## src/design/wmc_pkg.sv

```systemverilog
package wmc_pkg;

	// Operating modes, as reported on mode_now.
	localparam logic [2:0] MODE_OFF    = 3'd0;
	localparam logic [2:0] MODE_RAIN   = 3'd1;
	localparam logic [2:0] MODE_TON    = 3'd2;
	localparam logic [2:0] MODE_TPAUSE = 3'd3;
	localparam logic [2:0] MODE_CONT   = 3'd4;
	localparam logic [2:0] MODE_FINISH = 3'd5;

	// Item kinds carried on s_tuser.
	localparam logic [1:0] FUNC_TICK = 2'd0;
	localparam logic [1:0] FUNC_RAIN = 2'd1;
	localparam logic [1:0] FUNC_TIMED = 2'd2;
	localparam logic [1:0] FUNC_CONT = 2'd3;

	// Lamp codes.
	localparam logic [1:0] LAMP_NONE  = 2'd0;
	localparam logic [1:0] LAMP_RAIN  = 2'd1;
	localparam logic [1:0] LAMP_TIMED = 2'd2;
	localparam logic [1:0] LAMP_CONT  = 2'd3;

	// Configuration register indexes.
	localparam logic [1:0] REG_SLOW_SWEEP = 2'd0;
	localparam logic [1:0] REG_FAST_SWEEP = 2'd1;
	localparam logic [1:0] REG_DROPS      = 2'd2;

	// Reset values of the configuration registers.
	localparam logic [9:0] SLOW_SWEEP_RST = 10'd200;
	localparam logic [9:0] FAST_SWEEP_RST = 10'd100;
	localparam logic [7:0] DROPS_RST      = 8'd10;

	// Converter scaling constants.
	localparam logic [8:0] PAUSE_GAIN   = 9'd400;
	localparam logic [8:0] RAIN_GAIN    = 9'd500;
	localparam logic [9:0] SAMPLE_FULL  = 10'd1023;
	localparam logic [8:0] PAUSE_OFFSET = 9'd100;
	localparam logic [8:0] PAUSE_RST    = 9'd100;

	// Drop interval is this constant divided by the rain speed.
	localparam logic [6:0] DROP_DIVIDEND = 7'd100;

	localparam int TDATA_IN_W  = 24;
	localparam int TDATA_OUT_W = 16;

	// Commands from the controller to the datapath.
	typedef struct packed {
		logic load_in;    // capture the accepted item
		logic mul;        // register the scaled samples
		logic quo;        // register the quotients by full scale
		logic div_start;  // start the drop interval division
		logic apply;      // update the wiper state
		logic emit;       // load the output register
	} cmd_t;

	// Status from the datapath to the controller.
	typedef struct packed {
		logic is_tick;
		logic div_busy;
	} stat_t;

endpackage

```

## src/design/wiper_mode_controller.sv

```systemverilog
// Windscreen wiper mode controller.
// The input stream carries one item per 10 ms tick or button press. s_tuser
// holds the item kind (tick, rain, timed or continuous button); s_tdata holds
// the pause and rain converter samples. Every item produces exactly one
// result item on the output stream with the wiper position, mode lamp, drop
// LED and the current mode.
// A button press goes from capture straight to the state update and the
// output load. For a tick the samples are scaled, divided by full scale
// with a reciprocal-and-correct step, and the drop interval is found by a
// restoring divider that produces one quotient bit per cycle. One item is
// worked on at a time; the next item is accepted as soon as the previous
// result has been loaded into the output register, even if the receiver
// has not taken it yet. If the receiver stalls, the result waits in the
// output register and the following item is held in its final step until
// the register frees up. Reset puts the wiper off at position zero with
// all counters cleared, the pause length at 100 ticks and the configuration
// registers at their defaults (200 and 100 sweep ticks, 10 drops per wipe).
// Configuration is written through cfg_we, cfg_index and cfg_data; the user
// must do so only while the block is idle, which the block does not enforce.
module wiper_mode_controller (
	input  logic                            clk,
	input  logic                            arst_n,
	input  logic                            s_tvalid,
	output logic                            s_tready,
	// [9:0] pause_sample, [19:10] rain_sample, [23:20] zero
	input  logic [wmc_pkg::TDATA_IN_W-1:0]  s_tdata,
	// [1:0] func
	input  logic [1:0]                      s_tuser,
	output logic                            m_tvalid,
	input  logic                            m_tready,
	// [2:0] wiper_position, [4:3] mode_lamp, [5] drop_led, [8:6] mode_now,
	// [15:9] zero
	output logic [wmc_pkg::TDATA_OUT_W-1:0] m_tdata,
	input  logic                            cfg_we,
	input  logic [1:0]                      cfg_index,
	input  logic [9:0]                      cfg_data
);

	// Command and status between the sequencer and the datapath.
	wmc_pkg::cmd_t  cmd;
	wmc_pkg::stat_t stat;

	// The sequencer walks each item through capture, scaling and division
	// (ticks only), state update and output load.
	wmc_ctrl u_ctrl (
		.clk      (clk),
		.arst_n   (arst_n),
		.s_tvalid (s_tvalid),
		.s_tready (s_tready),
		.m_tvalid (m_tvalid),
		.m_tready (m_tready),
		.stat     (stat),
		.cmd      (cmd)
	);

	// The datapath holds the configuration, the wiper state, the arithmetic
	// and the output register.
	wmc_datapath u_dp (
		.clk       (clk),
		.arst_n    (arst_n),
		.cmd       (cmd),
		.stat      (stat),
		.s_tdata   (s_tdata),
		.s_tuser   (s_tuser),
		.cfg_we    (cfg_we),
		.cfg_index (cfg_index),
		.cfg_data  (cfg_data),
		.m_tdata   (m_tdata)
	);

endmodule

```

## src/design/wmc_div.sv

```systemverilog
module wmc_div (
	input  logic       clk,
	input  logic       arst_n,
	input  logic       start,
	input  logic [8:0] divisor,
	output logic       busy,
	output logic [6:0] quotient
);

	logic [2:0] cnt_q;
	logic [8:0] rem_q;
	logic [8:0] dvs_q;
	logic [6:0] quo_q;
	logic [2:0] bit_idx;
	logic [9:0] trial;
	logic       fits;

	function automatic logic DROP_BIT(input logic [2:0] idx);
		logic [6:0] v;
		v = wmc_pkg::DROP_DIVIDEND;
		return v[idx];
	endfunction

	// Restoring division of a fixed dividend, one quotient bit per cycle.
	assign bit_idx = cnt_q - 3'd1;
	assign trial   = {rem_q, DROP_BIT(bit_idx)};
	assign fits    = trial >= {1'b0, dvs_q};

	always_ff @(posedge clk or negedge arst_n) begin
		if (!arst_n) begin
			cnt_q <= 3'd0;
		end else if (start) begin
			cnt_q <= 3'd7;
		end else if (cnt_q != 3'd0) begin
			cnt_q <= cnt_q - 3'd1;
		end
	end

	always_ff @(posedge clk) begin
		if (start) begin
			rem_q <= 9'd0;
			dvs_q <= divisor;
			quo_q <= 7'd0;
		end else if (cnt_q != 3'd0) begin
			if (fits) begin
				rem_q <= 9'(trial - {1'b0, dvs_q});
			end else begin
				rem_q <= trial[8:0];
			end
			quo_q <= {quo_q[5:0], fits};
		end
	end

	assign busy     = cnt_q != 3'd0;
	assign quotient = quo_q;

endmodule

```

## src/design/wmc_datapath.sv

```systemverilog
module wmc_datapath (
	input  logic                               clk,
	input  logic                               arst_n,
	input  wmc_pkg::cmd_t                      cmd,
	output wmc_pkg::stat_t                     stat,
	input  logic [wmc_pkg::TDATA_IN_W-1:0]     s_tdata,
	input  logic [1:0]                         s_tuser,
	input  logic                               cfg_we,
	input  logic [1:0]                         cfg_index,
	input  logic [9:0]                         cfg_data,
	output logic [wmc_pkg::TDATA_OUT_W-1:0]    m_tdata
);

	// Configuration.
	logic [9:0] slow_sweep_q, fast_sweep_q;
	logic [7:0] drops_per_wipe_q;

	// Captured item and arithmetic pipeline.
	logic [1:0]  func_q;
	logic [9:0]  psamp_q, rsamp_q;
	logic [18:0] pprod_q, rprod_q;
	logic [8:0]  pquo_q, rquo_q;
	logic [10:0] prem, rrem;

	// Wiper state.
	logic [2:0] mode_q, position_q;
	logic [6:0] step_len_q, step_cnt_q;
	logic [8:0] pause_len_q, pause_cnt_q, rain_speed_q;
	logic [6:0] drop_int_q, drop_ticks_q;
	logic [7:0] drops_seen_q;
	logic [1:0] lamp_q;
	logic       led_q;

	// Next state.
	logic [2:0] mode_d, position_d;
	logic [6:0] step_len_d, step_cnt_d;
	logic [8:0] pause_len_d, pause_cnt_d, rain_speed_d;
	logic [6:0] drop_int_d, drop_ticks_d;
	logic [7:0] drops_seen_d;
	logic [1:0] lamp_d;
	logic       led_d;
	logic       wipe;

	logic       div_busy;
	logic [6:0] div_quo;

	wmc_div u_div (
		.clk      (clk),
		.arst_n   (arst_n),
		.start    (cmd.div_start),
		.divisor  (rquo_q),
		.busy     (div_busy),
		.quotient (div_quo)
	);

	assign stat.is_tick  = func_q == wmc_pkg::FUNC_TICK;
	assign stat.div_busy = div_busy;

	always_ff @(posedge clk or negedge arst_n) begin
		if (!arst_n) begin
			slow_sweep_q     <= wmc_pkg::SLOW_SWEEP_RST;
			fast_sweep_q     <= wmc_pkg::FAST_SWEEP_RST;
			drops_per_wipe_q <= wmc_pkg::DROPS_RST;
		end else if (cfg_we) begin
			unique case (cfg_index)
				wmc_pkg::REG_SLOW_SWEEP: slow_sweep_q <= cfg_data;
				wmc_pkg::REG_FAST_SWEEP: fast_sweep_q <= cfg_data;
				wmc_pkg::REG_DROPS:      drops_per_wipe_q <= cfg_data[7:0];
				default: ;
			endcase
		end
	end

	// x / 1023 for x below 2^19: with q0 = x >> 10 the remainder is
	// (x mod 1024) + q0, which stays below twice 1023.
	assign prem = {1'b0, pprod_q[9:0]} + {2'b0, pprod_q[18:10]};
	assign rrem = {1'b0, rprod_q[9:0]} + {2'b0, rprod_q[18:10]};

	always_ff @(posedge clk) begin
		if (cmd.load_in) begin
			func_q  <= s_tuser;
			psamp_q <= s_tdata[9:0];
			rsamp_q <= s_tdata[19:10];
		end
		if (cmd.mul) begin
			pprod_q <= 19'(psamp_q * wmc_pkg::PAUSE_GAIN);
			rprod_q <= 19'(rsamp_q * wmc_pkg::RAIN_GAIN);
		end
		if (cmd.quo) begin
			pquo_q <= pprod_q[18:10] + 9'(prem >= {1'b0, wmc_pkg::SAMPLE_FULL});
			rquo_q <= rprod_q[18:10] + 9'(rrem >= {1'b0, wmc_pkg::SAMPLE_FULL});
		end
		if (cmd.emit) begin
			m_tdata <= {7'd0, mode_q, led_q, lamp_q,
				(mode_q == wmc_pkg::MODE_OFF) ? 3'd0 : position_q};
		end
	end

	always_comb begin
		mode_d       = mode_q;
		position_d   = position_q;
		step_len_d   = step_len_q;
		step_cnt_d   = step_cnt_q;
		pause_len_d  = pause_len_q;
		pause_cnt_d  = pause_cnt_q;
		rain_speed_d = rain_speed_q;
		drop_int_d   = drop_int_q;
		drop_ticks_d = drop_ticks_q;
		drops_seen_d = drops_seen_q;
		led_d        = led_q;
		wipe         = 1'b0;

		unique case (func_q)
			wmc_pkg::FUNC_TICK: begin
				if (mode_q != wmc_pkg::MODE_OFF) begin
					if (mode_q == wmc_pkg::MODE_TON || mode_q == wmc_pkg::MODE_TPAUSE) begin
						pause_len_d = pquo_q + wmc_pkg::PAUSE_OFFSET;
					end
					if (mode_q == wmc_pkg::MODE_RAIN) begin
						rain_speed_d = rquo_q;
						if (rquo_q != 9'd0) begin
							drop_int_d = div_quo;
						end
					end

					// Simulated drops.
					if (mode_q == wmc_pkg::MODE_RAIN && rain_speed_d != 9'd0) begin
						drop_ticks_d = drop_ticks_q + 7'd1;
						if (drop_ticks_d >= drop_int_d) begin
							drop_ticks_d = 7'd0;
							led_d        = ~led_q;
							if (drops_seen_q != 8'hff) begin
								drops_seen_d = drops_seen_q + 8'd1;
							end
						end
					end

					// Sweep.
					wipe = mode_q == wmc_pkg::MODE_CONT || mode_q == wmc_pkg::MODE_TON ||
						mode_q == wmc_pkg::MODE_FINISH ||
						(mode_q == wmc_pkg::MODE_RAIN && drops_seen_d >= drops_per_wipe_q);
					if (wipe) begin
						step_cnt_d = step_cnt_q + 7'd1;
						if (step_cnt_d >= step_len_q) begin
							step_cnt_d = 7'd0;
							position_d = position_q + 3'd1;
							if (position_d == 3'd0) begin
								if (mode_q == wmc_pkg::MODE_RAIN) begin
									drops_seen_d = 8'd0;
								end else if (mode_q == wmc_pkg::MODE_FINISH) begin
									mode_d = wmc_pkg::MODE_OFF;
								end else if (mode_q == wmc_pkg::MODE_TON) begin
									mode_d = wmc_pkg::MODE_TPAUSE;
								end
							end
						end
					end

					// Pause timer, also for a pause that starts on this tick.
					if (mode_d == wmc_pkg::MODE_TPAUSE) begin
						pause_cnt_d = pause_cnt_q + 9'd1;
						if (pause_cnt_d >= pause_len_d) begin
							pause_cnt_d = 9'd0;
							mode_d      = wmc_pkg::MODE_TON;
						end
					end
				end
			end
			wmc_pkg::FUNC_RAIN: begin
				if (mode_q != wmc_pkg::MODE_RAIN) begin
					step_len_d = slow_sweep_q[9:3];
					mode_d     = wmc_pkg::MODE_RAIN;
				end else begin
					mode_d = wmc_pkg::MODE_FINISH;
				end
			end
			wmc_pkg::FUNC_TIMED: begin
				if (mode_q != wmc_pkg::MODE_TON && mode_q != wmc_pkg::MODE_TPAUSE) begin
					step_len_d = slow_sweep_q[9:3];
					mode_d     = wmc_pkg::MODE_TON;
				end else begin
					mode_d = wmc_pkg::MODE_FINISH;
				end
			end
			default: begin
				if (mode_q != wmc_pkg::MODE_CONT) begin
					step_len_d = fast_sweep_q[9:3];
					mode_d     = wmc_pkg::MODE_CONT;
				end else begin
					mode_d = wmc_pkg::MODE_FINISH;
				end
			end
		endcase

		// The lamp follows the mode but holds while finishing.
		unique case (mode_d)
			wmc_pkg::MODE_OFF:    lamp_d = wmc_pkg::LAMP_NONE;
			wmc_pkg::MODE_RAIN:   lamp_d = wmc_pkg::LAMP_RAIN;
			wmc_pkg::MODE_TON,
			wmc_pkg::MODE_TPAUSE: lamp_d = wmc_pkg::LAMP_TIMED;
			wmc_pkg::MODE_CONT:   lamp_d = wmc_pkg::LAMP_CONT;
			default:              lamp_d = lamp_q;
		endcase
	end

	always_ff @(posedge clk or negedge arst_n) begin
		if (!arst_n) begin
			mode_q       <= wmc_pkg::MODE_OFF;
			position_q   <= 3'd0;
			step_len_q   <= 7'd0;
			step_cnt_q   <= 7'd0;
			pause_len_q  <= wmc_pkg::PAUSE_RST;
			pause_cnt_q  <= 9'd0;
			rain_speed_q <= 9'd0;
			drop_int_q   <= 7'd0;
			drop_ticks_q <= 7'd0;
			drops_seen_q <= 8'd0;
			lamp_q       <= wmc_pkg::LAMP_NONE;
			led_q        <= 1'b0;
		end else if (cmd.apply) begin
			mode_q       <= mode_d;
			position_q   <= position_d;
			step_len_q   <= step_len_d;
			step_cnt_q   <= step_cnt_d;
			pause_len_q  <= pause_len_d;
			pause_cnt_q  <= pause_cnt_d;
			rain_speed_q <= rain_speed_d;
			drop_int_q   <= drop_int_d;
			drop_ticks_q <= drop_ticks_d;
			drops_seen_q <= drops_seen_d;
			lamp_q       <= lamp_d;
			led_q        <= led_d;
		end
	end

endmodule

```

## src/design/wmc_ctrl.sv

```systemverilog
module wmc_ctrl (
	input  logic           clk,
	input  logic           arst_n,
	input  logic           s_tvalid,
	output logic           s_tready,
	output logic           m_tvalid,
	input  logic           m_tready,
	input  wmc_pkg::stat_t stat,
	output wmc_pkg::cmd_t  cmd
);

	localparam logic [2:0] ST_IDLE  = 3'd0;
	localparam logic [2:0] ST_MUL   = 3'd1;
	localparam logic [2:0] ST_QUO   = 3'd2;
	localparam logic [2:0] ST_DIVS  = 3'd3;
	localparam logic [2:0] ST_DIVW  = 3'd4;
	localparam logic [2:0] ST_APPLY = 3'd5;
	localparam logic [2:0] ST_EMIT  = 3'd6;

	logic [2:0] state_q, state_d;
	logic       m_tvalid_q;
	logic       slot_free;

	assign slot_free = !m_tvalid_q || m_tready;
	assign s_tready  = state_q == ST_IDLE;
	assign m_tvalid  = m_tvalid_q;

	always_comb begin
		cmd       = '0;
		state_d   = state_q;
		unique case (state_q)
			ST_IDLE: begin
				if (s_tvalid) begin
					cmd.load_in = 1'b1;
					state_d     = ST_MUL;
				end
			end
			ST_MUL: begin
				if (stat.is_tick) begin
					cmd.mul = 1'b1;
					state_d = ST_QUO;
				end else begin
					state_d = ST_APPLY;
				end
			end
			ST_QUO: begin
				cmd.quo = 1'b1;
				state_d = ST_DIVS;
			end
			ST_DIVS: begin
				cmd.div_start = 1'b1;
				state_d       = ST_DIVW;
			end
			ST_DIVW: begin
				if (!stat.div_busy) begin
					state_d = ST_APPLY;
				end
			end
			ST_APPLY: begin
				cmd.apply = 1'b1;
				state_d   = ST_EMIT;
			end
			ST_EMIT: begin
				if (slot_free) begin
					cmd.emit = 1'b1;
					state_d  = ST_IDLE;
				end
			end
			default: begin
				state_d = ST_IDLE;
			end
		endcase
	end

	always_ff @(posedge clk or negedge arst_n) begin
		if (!arst_n) begin
			state_q    <= ST_IDLE;
			m_tvalid_q <= 1'b0;
		end else begin
			state_q <= state_d;
			if (cmd.emit) begin
				m_tvalid_q <= 1'b1;
			end else if (m_tready) begin
				m_tvalid_q <= 1'b0;
			end
		end
	end

endmodule
```

## config.mk

```make
export PLATFORM = sky130hd
export DESIGN_NAME = wiper_mode_controller
export DESIGN_NICKNAME = d
export VERILOG_FILES = /design/src/design/wmc_pkg.sv /design/src/design/wiper_mode_controller.sv /design/src/design/wmc_div.sv /design/src/design/wmc_datapath.sv /design/src/design/wmc_ctrl.sv
export SDC_FILE = /design/constraint.sdc
export NUM_CORES = 1
export LEC_CHECK = 0
export CAP_MARGIN = 20
export CORE_UTILIZATION = 55
export CTS_CLUSTER_DIAMETER = 200
export DETAILED_ROUTE_END_ITERATION = 8
export DONT_BUFFER_PORTS = 1
export HOLD_SLACK_MARGIN = 0.15
export PLACE_DENSITY_LB_ADDON = 0.08
export SLEW_MARGIN = 20
export SYNTH_ARGS = -nofsm -noshare
export SYNTH_HDL_FRONTEND = slang
export SYNTH_SLANG_ARGS = --single-unit
```

## constraint.sdc

```tcl
create_clock -name clk -period 5.62 [get_ports clk]
set_input_delay 0.843 -clock clk [delete_from_list [all_inputs] [get_ports clk]]
set_output_delay 0.843 -clock clk [all_outputs]
set_load 0.02 [all_outputs]
```

# Word level (Yosys, flattened, before mapping)
# Memory sizes are Yosys's and may differ from the RTL's.
# Index checks and enable logic that the tools add are counted.
word_totals:
  inputBits: 43
  mem_bits_ro: 8
  n_memories: 1
  regBits: 213
  out_inout_bits: 18
  elab_cells: 183
classes:
  mux: 62
  n_mul: 2
  eq_ne: 30
  n_reduce_logical: 36
  addsub: 12
  n_bitwise: 2
  magnitude_cmp: 8
mem_list:
  columns: ["name", "words", "width", "rd", "rd_ports_with_merged_regs", "wr", "line_no", "source"]
  rows:
  - ["(name not given)", 8, 1, 1, 0, 0, "wmc_div.sv:21", "return v[idx];"]
ops:
  columns: ["operator", "count"]
  rows:
  - ["$mux 8", 9]
  - ["$mux 9", 8]
  - ["$mux 7", 9]
  - ["$mux 3", 19]
  - ["$add 10x9->11", 2]
  - ["$ge 11x10->1 const B", 2]
  - ["$eq 3x2->1 const B", 7]
  - ["$pmux 3 s7", 1]
  - ["$pmux 7 s3", 1]
  - ["$add 9x1->9", 2]
  - ["$eq 3x3->1 const B", 6]
  - ["$reduce_bool 9->1", 2]
  - ["$mul 10x7->17 const B", 1]
  - ["$mul 10x5->15 const B", 1]
  - ["$reduce_and 5->1", 3]
  - ["$add 7x1->7 const B", 2]
  - ["$ge 7x7->1", 2]
  - ["$mux 1", 13]
  - ["$logic_not 3->1", 4]
  - ["$reduce_and 4->1", 3]
  - ["$ge 10x9->1", 1]
  - ["$add 9x1->9 const B", 1]
  - ["$add 9x7->9 const B", 1]
  - ["$eq 3x1->1 const B", 3]
  - ["28 further kinds", 49]

# Longest topological paths before layout
# Gate-level depths: netlist (run 1).
logic_depth:
  depth_word: 24
  mapped_depth: 24
  ltp_nobuf: 21

# Hierarchy
# Synthesis (run 1) repeated with hierarchy kept, for this count alone.
unflattened:
  cells_unflattened: 1148
  hier_area_um2: 12613.3
by_module_without_submodules:
  columns: ["mod", "area_per_inst_um2", "n_inst", "seq_area_each_um2", "cells_each"]
  rows:
  - ["wmc_datapath", 10807.9, 1, 4571.9, 954]
  - ["wmc_div", 1534.0, 1, 665.6, 163]
  - ["wmc_ctrl", 271.5, 1, 100.1, 31]

# Least setup slack after synthesis (run 1)
# OpenSTA, ideal clock, no wires.
synth_timing:
  kind: "reg-to-reg"
  startpoint: "register u_dp.rquo_q[2]"
  endpoint: "register u_dp.position_q[1]"
  path_slack_ns: 1.196
  synth_period_minus_slack_ns: 4.424
  n_path_buf: 2
  t_arrival_ns: 4.300
  path_stages_with_launch: 21
  required_time_ns: 5.495
  setup_ns: 0.125
  cell_sequence: "edfxtp_1 > nor4_1 > nand3_1 > nand3_1 > buf_2 > mux2i_1 > ha_1 > nand2_1 > o21ai_0 > a31oi_1 > o21a_1 > clkbuf_1 > nor4_1 > mux2_2 > ha_1 > o21ai_0 > a22oi_1 > nand3_1 > a211o_1 > nor2_1 > mux2_2"
synth_via:
  elab_chain_cells: 14
  word_cells_on_any_way: 19
  cone_classes: "order compare (2); mux (11); reduce/logical (6)"
synth_lines:
  columns: ["element", "line_no", "source"]
  rows:
  - ["start, declared", "wmc_datapath.sv:22", "logic [8:0] pquo_q, rquo_q;"]
  - ["start signal, assigned", "wmc_datapath.sv:91", "rquo_q <= rprod_q[18:10] + 9'(rrem >= {1'b0, wmc_pkg::SAMPLE_FULL});"]
  - ["$reduce_bool 9->1", "wmc_datapath.sv:121", "if (rquo_q != 9'd0) begin"]
  - ["$mux 7", "wmc_datapath.sv:121", null]
  - ["$mux 7", "wmc_datapath.sv:119", "if (mode_q == wmc_pkg::MODE_RAIN) begin"]
  - ["$mux 7", "wmc_datapath.sv:115", "if (mode_q != wmc_pkg::MODE_OFF) begin"]
  - ["$mux 7", "wmc_datapath.sv:113", "unique case (func_q)"]
  - ["$ge 7x7->1", "wmc_datapath.sv:129", "if (drop_ticks_d >= drop_int_d) begin"]
  - ["$mux 8", "wmc_datapath.sv:129", null]
  - ["$mux 8 (*)", "wmc_datapath.sv:127", "if (mode_q == wmc_pkg::MODE_RAIN && rain_speed_d != 9'd0) begin"]
  - ["$mux 8 (*)", "wmc_datapath.sv:115", null]
  - ["$mux 8 (*)", "wmc_datapath.sv:113", null]
  - ["$ge 8x8->1 (*)", "wmc_datapath.sv:141", "(mode_q == wmc_pkg::MODE_RAIN && drops_seen_d >= drops_per_wipe_q);"]
  - ["$logic_and 1x1->1 (*)", "wmc_datapath.sv:141", null]
  - ["$logic_or 1x1->1 (*)", "wmc_datapath.sv:140", "mode_q == wmc_pkg::MODE_FINISH ||"]
  - ["$reduce_and 5->1 (no line) (*)", null, null]
  - ["end signal, assigned", "wmc_datapath.sv:222", "position_q <= position_d;"]
  - ["end, declared", "wmc_datapath.sv:26", "logic [2:0] mode_q, position_q;"]
# Mark *: on every way between the ends. The rest lies on a longest branch, timed or not. The select of a mux whose other input is x is not followed.
# A chain may end at the register's enable or synchronous reset.

# Final worst setup path (run 1)
layout_timing:
  startpoint: "register u_dp.rquo_q[2]"
  endpoint: "register u_dp.drops_seen_q[0]"
layout_via:
  elab_chain_cells: 14
  word_cells_on_any_way: 22
  cone_classes: "order compare (2); mux (15); reduce/logical (5)"
layout_lines:
  columns: ["element", "line_no", "source"]
  rows:
  - ["$reduce_bool 9->1", "wmc_datapath.sv:121", null]
  - ["$mux 7", "wmc_datapath.sv:121", null]
  - ["$mux 7", "wmc_datapath.sv:119", null]
  - ["$mux 7", "wmc_datapath.sv:115", null]
  - ["$mux 7", "wmc_datapath.sv:113", null]
  - ["$ge 7x7->1", "wmc_datapath.sv:129", null]
  - ["$mux 8", "wmc_datapath.sv:129", null]
  - ["$mux 8 (*)", "wmc_datapath.sv:127", null]
  - ["$mux 8 (*)", "wmc_datapath.sv:115", null]
  - ["$mux 8 (*)", "wmc_datapath.sv:113", null]
  - ["$ge 8x8->1 or $mux 8 (tied branches)", "wmc_datapath.sv:141, wmc_datapath.sv:148", null]
  - ["$logic_and 1x1->1 or $mux 8 (tied branches)", "wmc_datapath.sv:141, wmc_datapath.sv:147", null]
  - ["$logic_or 1x1->1 or $mux 8 (tied branches)", "wmc_datapath.sv:140, wmc_datapath.sv:144", null]
  - ["$mux 8 (*)", "wmc_datapath.sv:142", "if (wipe) begin"]
  - ["end signal, assigned", "wmc_datapath.sv:230", "drops_seen_q <= drops_seen_d;"]
  - ["end, declared", "wmc_datapath.sv:30", "logic [7:0] drops_seen_q;"]
# Marks and branches as above.

==> results.tsv, run 1 <==
stage	metric	value	unit
status	status	finished, final reports clean	
global_route	number of global-route vias before repair	8155	
floorplanning	Rows	55	
global_route	Remaining Overflow, GRT	0	
global_route	initial antenna violation count	0	
timing	final hold vios	0	
run	maxcap violations	0	
power_and_ir_drop	maximum vdd drop	557	µV
global_route	GRT Resource Usage Total	20.8	%
clock_tree	CTS Sinks	198	
yosys	Post-Syn Area	12700	µm²
clock_tree	CTS Buffer Depth	2	
yosys	Synth area leaders	edfxtp_1 (21%), dfrtp_1 (16%), ha_1 (14%)	
timing	final setup fails	0	
place	HPWL after DPL	17000	µm
place	GPL Wtd Cong	0.894	
global_route	met1 Resource Use GR	26.8	%
timing	max frequency	0.191	GHz
floorplanning	Vert. Die Dim	154	µm
route	post-route antenna net violation count	0	
clock_tree	Clk Latency, worst-skew pair	440	ps
cells_and_area	nets@finish	1415	
yosys	synth unique cells	79	
yosys	Post-synth EDFFs	90	
setup_path	Worst Setup Path Type	flip-flop to flip-flop	
clock_tree	Root Driver	clkbuf_16	
timing	TNS Setup	0	ps
clock_tree	post-CTS sizing	0	
yosys	Syn. warnings	0	
timing	clock skew	11.4	ps
floorplanning	DIE AREA	23700	µm²
setup_path	CP endpoint kind	flip-flop	
route	Total Wirelength	22900	µm
clock_tree	TritonCTS clock tree	built	
route	routed length per placed instance	15.4	µm
place	I/O Buffers	0	
cells_and_area	n_diodes	0	
place	Placed Area	12900	µm²
route	DR DRC count	0	
timing	fin crit share	93.0	%
yosys	#FFs+latches synth	198	
yosys	ys async rst share	46.5	%
clock_tree	Worst-path clk slew	70	ps
cells_and_area	final instance area	13500	µm²
floorplanning	initial core utilization	56.0	%
timing	RSZ-0062 raised after global routing	no	
yosys	Synth top area share	21.3	%
setup_path	startpoint types	flip-flop	
global_route	first-pass GRT wire length	39200	µm
route	Starting DRT DRC Count	361	
floorplanning	Core ar.	22600	µm²
cells_and_area	Fill cells	1930	
floorplanning	number of I/O pins	61	
global_route	met3 Use GR	3.55	%
power_and_ir_drop	P per Cell Area	587	nW/µm²
cells_and_area	final core occ	59.8	%
yosys	Post-synth top flop	edfxtp_1	
route	via/cell ratio	5.50	
route	Pre-antenna DRT Iters	5	
setup_path	WP data required	5970	ps
yosys	largest area contributor in the netlist	edfxtp_1	
route	vias	8183	
timing	clock period minus worst slack	5230	ps
power_and_ir_drop	leakage	6.09	nW
timing	Slew Viols, Final	0	
hold_path	class of the worst hold path	primary input to async pin	
global_route	most used routing layer in global routing	met2	
timing	Hold WS	246	ps
cells_and_area	Area Overhead vs Synth	6.81	%
floorplanning	Die Width	154	µm
yosys	Synth Instances	1189	
clock_tree	CTS buffer count	17	
clock_tree	H-tree depth	4	
timing	Slew HR	27.6	%
timing	Slew @ Worst Pin	1080	ps
setup_path	crit path DAT	5580	ps
yosys	share of the yosys chip area belonging to registers	42.1	%
global_route	largest net degree at the start of global routing	83	
timing	Final WS setup	391	ps
setup_path	CP Max Fanout	9	
cells_and_area	layout cells sized above 1	9.15	%
yosys	Syn Area/Cell	10.7	µm²
global_route	M2 GR Usage	36.3	%
place	dpl ws	556	ps
-- final cells by class --
class / instances / area, µm² / share of cell area, %
Clock buffer: 20 / 478 / 3.53
Clock inverter: 12 / 90.1 / 0.665
Inverter: 88 / 330 / 2.44
Multi-Input combinational cell: 872 / 6840 / 50.5
Sequential cell: 198 / 5340 / 39.4
Tap cell: 285 / 357 / 2.63
Timing Repair Buffer: 12 / 110 / 0.813
-- cells in the mapped netlist, types with 11 or more instances --
library cell and count:
a21o_1 19, a21oi_1 59, and3_1 11, clkbuf_1 15, dfrtp_1 82, dfxtp_1 16, edfxtp_1 90, fa_1 38
ha_1 145, inv_1 87, mux2_2 26, mux2i_1 20, nand2_1 129, nand2b_1 19, nand3_1 35, nor2_1 58
nor2b_1 13, nor3_1 13, o21ai_0 71, xnor2_1 46, xor2_1 34
-- logic make-up after synthesis --
logic type | share of synthesized area, %
DFF | 42.1
muxes | 3.89
adders and majority gates | 20.3
AOI/OAI and AO/OA | 11.3
xor gates and xnor gates | 5.53
other | 0.0296
buffers and inverters | 4.27
and+or+nand+nor | 12.5
-- flip-flops by register name, summed over array words and instances, names as in the netlist, 9 cells and up --
name / flops
u_dp.pause_cnt_q: 9
u_dp.pprod_q: 15
u_dp.m_tdata: 9
u_dp.u_div.rem_q: 9
u_dp.pquo_q: 9
u_dp.rsamp_q: 10
u_dp.rquo_q: 9
u_dp.u_div.dvs_q: 9
u_dp.pause_len_q: 9
u_dp.rprod_q: 17
u_dp.psamp_q: 10
-- critical path: stages, from the launching register on --
cell	delay [ps]
edfxtp_1	380
nor4_1	290
nand3_1	190
nand3_1	360
mux2i_1	170
ha_1	320
nand2_1	50
o21ai_0	150
a31oi_1	130
o21a_1	320
nor4_1	440
mux2_2	410
ha_1	210
a2111oi_0	570
nor2b_1	200
o21ai_1	120
a21o_1	200
a21oi_2	320
o211ai_1	130
a22oi_1	200
-- worst paths after layout --
kind	start	endpoint	slack, ps	cells after the start
min in group clk	u_dp.rquo_q[0]	u_dp.u_div.dvs_q[0]	450	0
max reg2reg	u_dp.rquo_q[2]	u_dp.drops_seen_q[0]	390	19
max	u_dp.rquo_q[2]	u_dp.drops_seen_q[0]	390	19
max in group asynchronous	arst_n	u_dp.u_div.cnt_q[1]	4960	1
min	arst_n	u_dp.drops_per_wipe_q[1]	250	0
min reg2reg	u_dp.rquo_q[0]	u_dp.u_div.dvs_q[0]	450	0
-- where the power goes --
group / internal, W / switching, W
logic: 0.00199 / 0.00240
registers: 0.00210 / 0.000287
clock network: 0.000624 / 0.000558
-- per-stage QoR --
step                      instances  power [W]
after floorplan                1195    0.00596
after global placement         1454    0.00671
after detailed placement       1454    0.00679
after CTS                      1487    0.00803
after global routing           1487    0.00876
final                          1487    0.00795
-- per-layer routing --
metal | part of all wire, % | up-vias
met4 | 0.99 | 0
met5 | 0 | -
met1 | 47 | 3864
met2 | 49 | 129
met3 | 2.9 | 16
li1 | - | 4174
-- layout by cell type, fill, tap and decap left out, types with 34 or more instances in the layout --
cell	n
xnor2_1	46
nand3_1	35
inv_1	87
nor2_1	58
dfrtp_1	82
fa_1	38
ha_1	145
a21oi_1	59
xor2_1	34
o21ai_0	71
nand2_1	129
edfxtp_1	90
-- timing repair --
action	CTS	global route
setup buffers	0	0
hold buffers	1	0
endpoints found under the hold margin	82	0
Power figures use the tool's default switching activity.
==> run 2: changes to the inputs <==
Settings changed: SYNTH_HIERARCHICAL set to 1.
Clock period 5.62 ns to 5.5 ns, I/O delays scaled along.
==> run 2 against run 1 <==
Against the previous run: maximum frequency rose by 3.3%; routed wire length fell by 4.5%; clock power barely moved; combinational power fell by 5.7%; largest power group unchanged; highest routed layer unchanged; cell area fell by 0.27%; non-clock buffer count rose by 3; largest cell class unchanged; core utilization barely moved; clock skew fell by 0.68 ps; critical endpoint is now u_dp/drops_seen_q[1]; total power fell by 3.0%; flip-flop and latch count did not move; worst hold slack got worse by 12 ps; area after synthesis fell by 0.49%.
==> results.tsv, run 2 <==
stage	metric	value	unit	change
status	status	finished, final reports clean		unchanged
route	Starting DRT DRC Count	295		was 361
place	dpl ws	288	ps	was 556 ps
power_and_ir_drop	leakage	6.06	nW	was 6.09 nW
clock_tree	TritonCTS clock tree	built		unchanged
yosys	dominant cell by count in the synthesized netlist	ha_1		unchanged
power_and_ir_drop	Design Power	0.00771	W	was 0.00795 W
floorplanning	Vert. Die Dim	153	µm	was 154 µm
setup_path	WP data required	5820	ps	was 5970 ps
global_route	number of global-route vias before repair	7919		was 8,155
yosys	Post-Syn Area	12600	µm²	was 12,700 µm²
floorplanning	Die Width	153	µm	was 154 µm
cells_and_area	most frequent cells in the layout	ha_1 (144), inv_1 (92), edfxtp_1 (90), dfrtp_1 (82), nand2_1 (74)		was ha_1 (145), nand2_1 (129), edfxtp_1 (90), inv_1 (87), dfrtp_1 (82)
timing	clock skew	10.7	ps	was 11.4 ps
yosys	Post-synth EDFFs	90		unchanged
floorplanning	Core ar.	22600	µm²	about the same
cells_and_area	nets@finish	1379		was 1,415
cells_and_area	Largest regs	u_dp/rprod_q (17), u_dp/pprod_q (15)		was u_dp.rprod_q (17), u_dp.pprod_q (15)
cells_and_area	Top reg by flops	u_dp/rprod_q		was u_dp.rprod_q
yosys	Synth top area share	21.4	%	was 21.3%
timing	Slew @ Worst Pin	1060	ps	was 1080 ps
yosys	Syn. warnings	6		was 0
setup_path	CP Max Fanout	8		was 9
route	Pre-antenna DRT Iters	5		unchanged
clock_tree	Clk Latency, worst-skew pair	430	ps	was 440 ps
yosys	Syn Area/Cell	11.0	µm²	was 10.7 µm²
cells_and_area	Area Overhead vs Synth	7.05	%	was 6.81%
timing	Slew Viols, Final	0		unchanged
yosys	Synth area leaders	edfxtp_1 (21%), dfrtp_1 (16%), ha_1 (14%)		unchanged
route	Total Wirelength	21900	µm	was 22,900 µm
yosys	Synth Instances	1148		was 1,189
global_route	first-pass GRT wire length	37600	µm	was 39,200 µm
route	DR DRC count	0		unchanged
yosys	ys async rst share	46.5	%	unchanged
yosys	top cells by count, synth	ha_1 (144), inv_1 (92), edfxtp_1 (90)		was ha_1 (145), nand2_1 (129), edfxtp_1 (90)
route	post-route antenna net violation count	0		unchanged
setup_path	CP endpoint kind	flip-flop		unchanged
global_route	initial antenna violation count	2		was 0
timing	Final WS setup	437	ps	was 391 ps
cells_and_area	layout cells sized above 1	9.68	%	was 9.15%
power_and_ir_drop	P per Cell Area	571	nW/µm²	was 587 nW/µm²
timing	Hold WS	234	ps	was 246 ps
yosys	synth unique cells	82		was 79
route	vias	8029		was 8,183
clock_tree	CTS Sinks	198		unchanged
timing	TNS Setup	0	ps	unchanged
place	HPWL after DPL	16300	µm	was 17,000 µm
clock_tree	CTS buffer count	17		unchanged
run	maxcap violations	0		unchanged
timing	fin crit share	92.1	%	was 93.0%
hold_path	class of the worst hold path	primary input to async pin		unchanged
clock_tree	CTS Buffer Depth	2		unchanged
global_route	GRT Resource Usage Total	20.0	%	was 20.8%
timing	max frequency	0.198	GHz	was 0.191 GHz
global_route	Remaining Overflow, GRT	0		unchanged
yosys	largest area contributor in the netlist	edfxtp_1		unchanged
power_and_ir_drop	maximum vdd drop	425	µV	was 557 µV
timing	RSZ-0062 raised after global routing	no		unchanged
cells_and_area	final core occ	59.8	%	about the same
floorplanning	initial core utilization	55.9	%	was 56.0%
place	GPL Wtd Cong	0.827		was 0.894
cells_and_area	number of flip-flops in the largest register	17		unchanged
yosys	share of the yosys chip area belonging to registers	42.3	%	was 42.1%
cells_and_area	most common cell after layout, fill and taps aside	ha_1		unchanged
route	routed length per placed instance	15.0	µm	was 15.4 µm
route	via/cell ratio	5.52		was 5.50
clock_tree	Root Driver	clkbuf_16		unchanged
yosys	#FFs+latches synth	198		unchanged
floorplanning	Rows	55		unchanged
setup_path	crit path DAT	5380	ps	was 5580 ps
floorplanning	DIE AREA	23500	µm²	was 23,700 µm²
timing	Slew HR	29.0	%	was 27.6%
timing	clock period minus worst slack	5060	ps	was 5230 ps
setup_path	startpoint types	flip-flop		unchanged
yosys	Post-synth top flop	edfxtp_1		unchanged
timing	final hold vios	0		unchanged
clock_tree	Worst-path clk slew	70	ps	about the same
clock_tree	H-tree depth	4		unchanged
floorplanning	number of I/O pins	61		unchanged
global_route	largest net degree at the start of global routing	83		unchanged
setup_path	Worst Setup Path Type	flip-flop to flip-flop		unchanged
timing	final setup fails	0		unchanged
place	I/O Buffers	0		unchanged
-- run 2: cell count changes in the layout (fill, tap and decap cells not counted), sizes merged, moves of 5 or more --
cell	previous run	this run
or2	10	5
nor2	59	74
a211oi	8	13
mux2i	20	25
o21bai	2	7
xor2	34	26
a22o	1	10
nand2	129	74
xnor2	46	55
o21ai	74	50
-- run 2: logic make-up (layout without fill, tap and decap cells) --
family	Yosys count	in the layout	share of synthesized area [%]
buf+inv	128	141	4.39
other cells	1	9	0.0297
xor+xnor	81	81	5.62
fa+ha+maj	182	182	20.3
compound gates	221	221	11.6
mux	55	55	4.66
simple gates	282	282	11.0
flops	198	198	42.3
-- run 2: power breakdown --
part	internal [W]	leakage (nW)	switching (W)	total, W
Clock	0.000628	0.265	0.000554	0.00118
Sequential	0.00211	2.13	0.000283	0.00240
Combinational	0.00189	3.67	0.00224	0.00414
-- run 2: worst max-delay path, stage by stage, from the launching register on --
cell	delay [ps]
edfxtp_1	390
nor4_1	360
nand3_2	180
and2_1	290
mux2_2	330
ha_1	280
nor2b_1	40
o21ai_0	160
a31oi_1	130
o21ai_0	270
buf_4	200
and3_1	250
mux2_1	350
ha_1	180
a21o_1	150
a31oi_1	270
o21ai_2	120
or2_4	270
a21o_1	300
mux2i_1	180
a32o_1	240
-- run 2: worst paths after layout --
kind / start / endpoint / slack [ps] / cells past startpoint
worst max register to register: u_dp/rquo_q[3] / u_dp/drops_seen_q[1] / 440 / 20
min in group clk: u_dp/rquo_q[8] / u_dp/u_div/dvs_q[8] / 450 / 0
worst min-delay path: arst_n / u_dp/pause_len_q[6] / 230 / 0
max in group asynchronous: arst_n / u_dp/pause_cnt_q[0] / 4870 / 1
worst max-delay path: u_dp/rquo_q[3] / u_dp/drops_seen_q[1] / 440 / 20
worst min register to register: u_dp/rquo_q[8] / u_dp/u_div/dvs_q[8] / 450 / 0
-- run 2: final cells by class --
class	count	area (µm²)
fillers	1901	9070
multi-input cells	828	6760
flip-flops and latches	198	5340
clock buffers	18	429
well taps	285	357
inverters	94	353
repair buffers	15	133
clock inverters	14	125
diodes	2	5.00
-- run 2: metrics by stage --
step / std cells / cell area (µm²)
3_3_place_gp: 1418 / 12900
2_1_floorplan: 1154 / 12600
4_1_cts: 1451 / 13500
5_1_grt: 1452 / 13500
3_5_place_dp: 1418 / 12900
6_report: 1454 / 13500
-- run 2: what timing repair did --
item                                    4_1_cts  5_1_grt
buffers inserted                              0        1
endpoints found under the hold margin        82        0
resized for setup                             0        1
hold buffers                                  1        0
endpoints found under the setup margin        0        9
-- run 2: layer usage --
metal  GRT usage (%)  routed length, µm  share of wire (%)
met1            25.7              10200                 47
met2            34.4              10800                 49
met3            3.71                698                3.2
met4            5.57                180               0.82
met5               0                  0                  0
==> run 3: changes to the inputs <==
Settings changed: ABC_AREA set to 1.
==> run 3 against run 2 <==
Against the previous run: maximum frequency is 3.0% higher; routed wire length rose by 0.43%; register-to-register slack improved by 150 ps; cell area is 2.8% higher; critical endpoint is now u_dp/pause_cnt_q[7]; largest power group unchanged.
==> results.tsv, run 3 <==
stage	metric	value	unit	change
status	status	finished, final reports clean		unchanged
timing	TNS Setup	0	ps	unchanged
clock_tree	CTS Buffer Depth	2		unchanged
global_route	largest net degree at the start of global routing	83		unchanged
yosys	Post-synth top flop	edfxtp_1		unchanged
clock_tree	CTS buffer count	17		unchanged
clock_tree	CTS Sinks	198		unchanged
floorplanning	Rows	55		unchanged
yosys	Synth area leaders	edfxtp_1 (21%), dfrtp_1 (16%), ha_1 (14%)		unchanged
setup_path	Top Family by Delay on Critical Path	simple AND/OR/NAND/NOR gates		was compound AO/OA/AOI/OAI gates
setup_path	path depth of the worst reg2reg path	29		was 20
cells_and_area	FF+latch area	5340	µm²	unchanged
cells_and_area	number of flip-flops in the largest register	17		unchanged
yosys	Synth Instances	1405		was 1,148
power_and_ir_drop	P per Cell Area	514	nW/µm²	was 571 nW/µm²
power_and_ir_drop	logic gate share of total power	50.2	%	was 53.6%
clock_tree	Clk Latency, worst-skew pair	440	ps	was 430 ps
setup_path	Worst Setup Path Type	flip-flop to flip-flop		unchanged
timing	clock skew	14.9	ps	was 10.7 ps
power_and_ir_drop	switching power	0.00303	W	was 0.00308 W
cells_and_area	layout cells sized above 1	7.70	%	was 9.68%
setup_path	crit path DAT	5220	ps	was 5380 ps
global_route	number of global-route vias before repair	8559		was 7,919
yosys	Post-synth EDFFs	90		unchanged
place	dpl ws	494	ps	was 288 ps
power_and_ir_drop	leakage	6.75	nW	was 6.06 nW
clock_tree	post-CTS sizing	0		unchanged
setup_path	Levels on crit path	29		was 20
global_route	initial antenna violation count	0		was 2
timing	fin crit share	89.4	%	was 92.1%
timing	final setup fails	0		unchanged
clock_tree	TritonCTS clock tree	built		unchanged
global_route	first-pass GRT wire length	39000	µm	was 37,600 µm
cells_and_area	final instance area	13900	µm²	was 13,500 µm²
route	Starting DRT DRC Count	419		was 295
yosys	Syn. warnings	6		unchanged
route	routed length per placed instance	12.6	µm	was 15.0 µm
timing	max frequency	0.203	GHz	was 0.198 GHz
setup_path	CP endpoint kind	flip-flop		unchanged
run	maxcap violations	0		unchanged
yosys	top cells by count, synth	nand2_1 (266), inv_1 (223), ha_1 (144)		was ha_1 (144), inv_1 (92), edfxtp_1 (90)
timing	RSZ-0062 raised after global routing	no		unchanged
yosys	Synth top area share	20.9	%	was 21.4%
global_route	Remaining Overflow, GRT	0		unchanged
power_and_ir_drop	maximum vdd drop	378	µV	was 425 µV
cells_and_area	Fill cells	1964		was 1,901
route	Total Wirelength	22000	µm	was 21,900 µm
cells_and_area	Top reg by flops	u_dp/rprod_q		unchanged
yosys	Post-Syn Area	12900	µm²	was 12,600 µm²
timing	Slew @ Worst Pin	1030	ps	was 1060 ps
yosys	dominant cell by count in the synthesized netlist	nand2_1		was ha_1
floorplanning	initial core utilization	56.6	%	was 55.9%
yosys	Syn Area/Cell	9.20	µm²	was 11.0 µm²
setup_path	slowest stage delay, CP	460	ps	was 390 ps
clock_tree	Worst-path clk slew	80	ps	was 70 ps
floorplanning	Core ar.	22800	µm²	was 22,600 µm²
cells_and_area	Largest regs	u_dp/rprod_q (17), u_dp/pprod_q (15)		unchanged
cells_and_area	n_diodes	0		was 2
route	Pre-antenna DRT Iters	5		unchanged
setup_path	WP data required	5800	ps	was 5820 ps
global_route	GRT Resource Usage Total	20.0	%	about the same
timing	Slew HR	30.9	%	was 29.0%
power_and_ir_drop	clock share of power	17.1	%	was 15.3%
timing	final hold vios	0		unchanged
setup_path	reg2reg setup slack	590	ps	was 440 ps
floorplanning	number of I/O pins	61		unchanged
route	via/cell ratio	5.06		was 5.52
cells_and_area	most frequent cells in the layout	nand2_1 (266), inv_1 (223), ha_1 (144), o21ai_0 (97), nor2_1 (91)		was ha_1 (144), inv_1 (92), edfxtp_1 (90), dfrtp_1 (82), nand2_1 (74)
floorplanning	Die Width	155	µm	was 153 µm
route	post-route antenna net violation count	0		unchanged
place	HPWL after DPL	16800	µm	was 16,300 µm
route	vias	8810		was 8,029
floorplanning	Vert. Die Dim	155	µm	was 153 µm
setup_path	r2r startpoint	u_dp/mode_q[0]		was u_dp/rquo_q[3]
yosys	ys async rst share	46.5	%	unchanged
timing	Final WS setup	585	ps	was 437 ps
place	Placed Area	13300	µm²	was 12,900 µm²
clock_tree	Root Driver	clkbuf_16		unchanged
cells_and_area	Area Overhead vs Synth	7.40	%	was 7.05%
timing	clock period minus worst slack	4910	ps	was 5060 ps
place	GPL Wtd Cong	0.863		was 0.827
cells_and_area	nets@finish	1641		was 1,379
yosys	largest area contributor in the netlist	edfxtp_1		unchanged
setup_path	startpoint types	flip-flop		unchanged
cells_and_area	multi-input gate area in the final layout	6600	µm²	was 6760 µm²
yosys	share of the yosys chip area belonging to registers	41.3	%	was 42.3%
yosys	#FFs+latches synth	198		unchanged
clock_tree	H-tree depth	4		unchanged
setup_path	crit path max-delay cell type	dfrtp_1		was edfxtp_1
floorplanning	DIE AREA	24100	µm²	was 23,500 µm²
setup_path	Worst R2R End	u_dp/pause_cnt_q[7]		was u_dp/drops_seen_q[1]
power_and_ir_drop	Power Internal	0.00411	W	was 0.00463 W
yosys	synth unique cells	56		was 82
place	I/O Buffers	0		unchanged
timing	Slew Viols, Final	0		unchanged
setup_path	CP Max Fanout	9		was 8
route	DR DRC count	0		unchanged
power_and_ir_drop	switching share of power	42.4	%	was 39.9%
cells_and_area	most common cell after layout, fill and taps aside	nand2_1		was ha_1
power_and_ir_drop	share of power burned in registers	32.7	%	was 31.1%
hold_path	class of the worst hold path	primary input to async pin		unchanged
setup_path	WP buf/inv	6		was 1
## run 3: cell types whose count changed after synthesis, moves of 14 or more
| cell | change |
|---|---|
| o21ai_0 | +50 |
| nor2_1 | +18 |
| xnor2_1 | -47 |
| a21oi_1 | -16 |
| mux2_2 | -28 |
| mux2i_1 | -16 |
| inv_1 | +131 |
| nand2_1 | +192 |
| xor2_1 | +32 |
| nand2b_1 | -14 |
| nand3_1 | +31 |
| a21o_1 | -22 |
## run 3: metal layers
metal | wire (µm) | vias up | part of all wire, % | GRT usage (%)
li1 | - | 4596 | - | -
met1 | 10600 | 4076 | 48 | 25.9
met2 | 10500 | 116 | 48 | 34.6
met3 | 581 | 22 | 2.6 | 3.40
met4 | 298 | 0 | 1.4 | 5.46
met5 | 0 | - | 0 | 0
## run 3: per-stage QoR
step	power (W)	cells	utilization (%)	hold slack, ps
after global routing	0.00790	1742	60.8	188
after CTS	0.00722	1738	60.6	196
after floorplan	0.00525	1411	-	420
after detailed placement	0.00593	1705	58.0	433
final	0.00714	1742	60.8	218
after global placement	0.00584	1705	58.0	432
## run 3: cell type report
cell class / instances / share of cell area (%)
Multi-Input combinational cell: 955 / 47.5
Sequential cell: 198 / 38.4
Inverter: 233 / 6.32
Clock buffer: 17 / 3.06
Tap cell: 313 / 2.82
Clock inverter: 15 / 1.07
Timing Repair Buffer: 11 / 0.739
## run 3: worst max-delay path by stage
| stage | start | to | slack, ps |
|---|---|---|---|
| after detailed placement | u_dp/mode_q[0] | u_dp/pause_cnt_q[7] | 490 |
| after floorplan | u_dp/rsamp_q[2] | u_dp/rprod_q[18] | 1150 |
| final | u_dp/mode_q[0] | u_dp/pause_cnt_q[7] | 590 |
| after global routing | u_dp/mode_q[0] | u_dp/pause_cnt_q[4] | 80 |
| after CTS | u_dp/mode_q[0] | u_dp/pause_cnt_q[7] | 440 |
| after global placement | u_dp/mode_q[0] | u_dp/pause_cnt_q[4] | 580 |
## run 3: repair_timing
item | 4_1_cts | 5_1_grt
setup endpoints to repair | 0 | 7
endpoints found under the hold margin | 82 | 0
setup buffers | 0 | 4
hold buffers | 1 | 0
## run 3: power by group through the flow
stage / sequential (W) / combinational [W] / clock, W
detailed placement: 0.00236 / 0.00357 / 0
finish: 0.00233 / 0.00358 / 0.00122
global placement: 0.00236 / 0.00348 / 0
global route: 0.00238 / 0.00421 / 0.00132
floorplan: 0.00228 / 0.00296 / 0
CTS: 0.00234 / 0.00362 / 0.00126
## run 3: cells by family (layout without fill, tap and decap cells)
| kind of cell | after synthesis | in the layout | share of synthesized area (%) |
|---|---|---|---|
| other cells | 1 | 7 | 0.0290 |
| compound gates | 185 | 185 | 7.87 |
| simple gates | 504 | 504 | 17.7 |
| flops | 198 | 198 | 41.3 |
| xor+xnor | 66 | 66 | 4.47 |
| fa+ha+maj | 182 | 182 | 19.8 |
| mux | 11 | 11 | 0.871 |
| buf+inv | 258 | 276 | 7.92 |
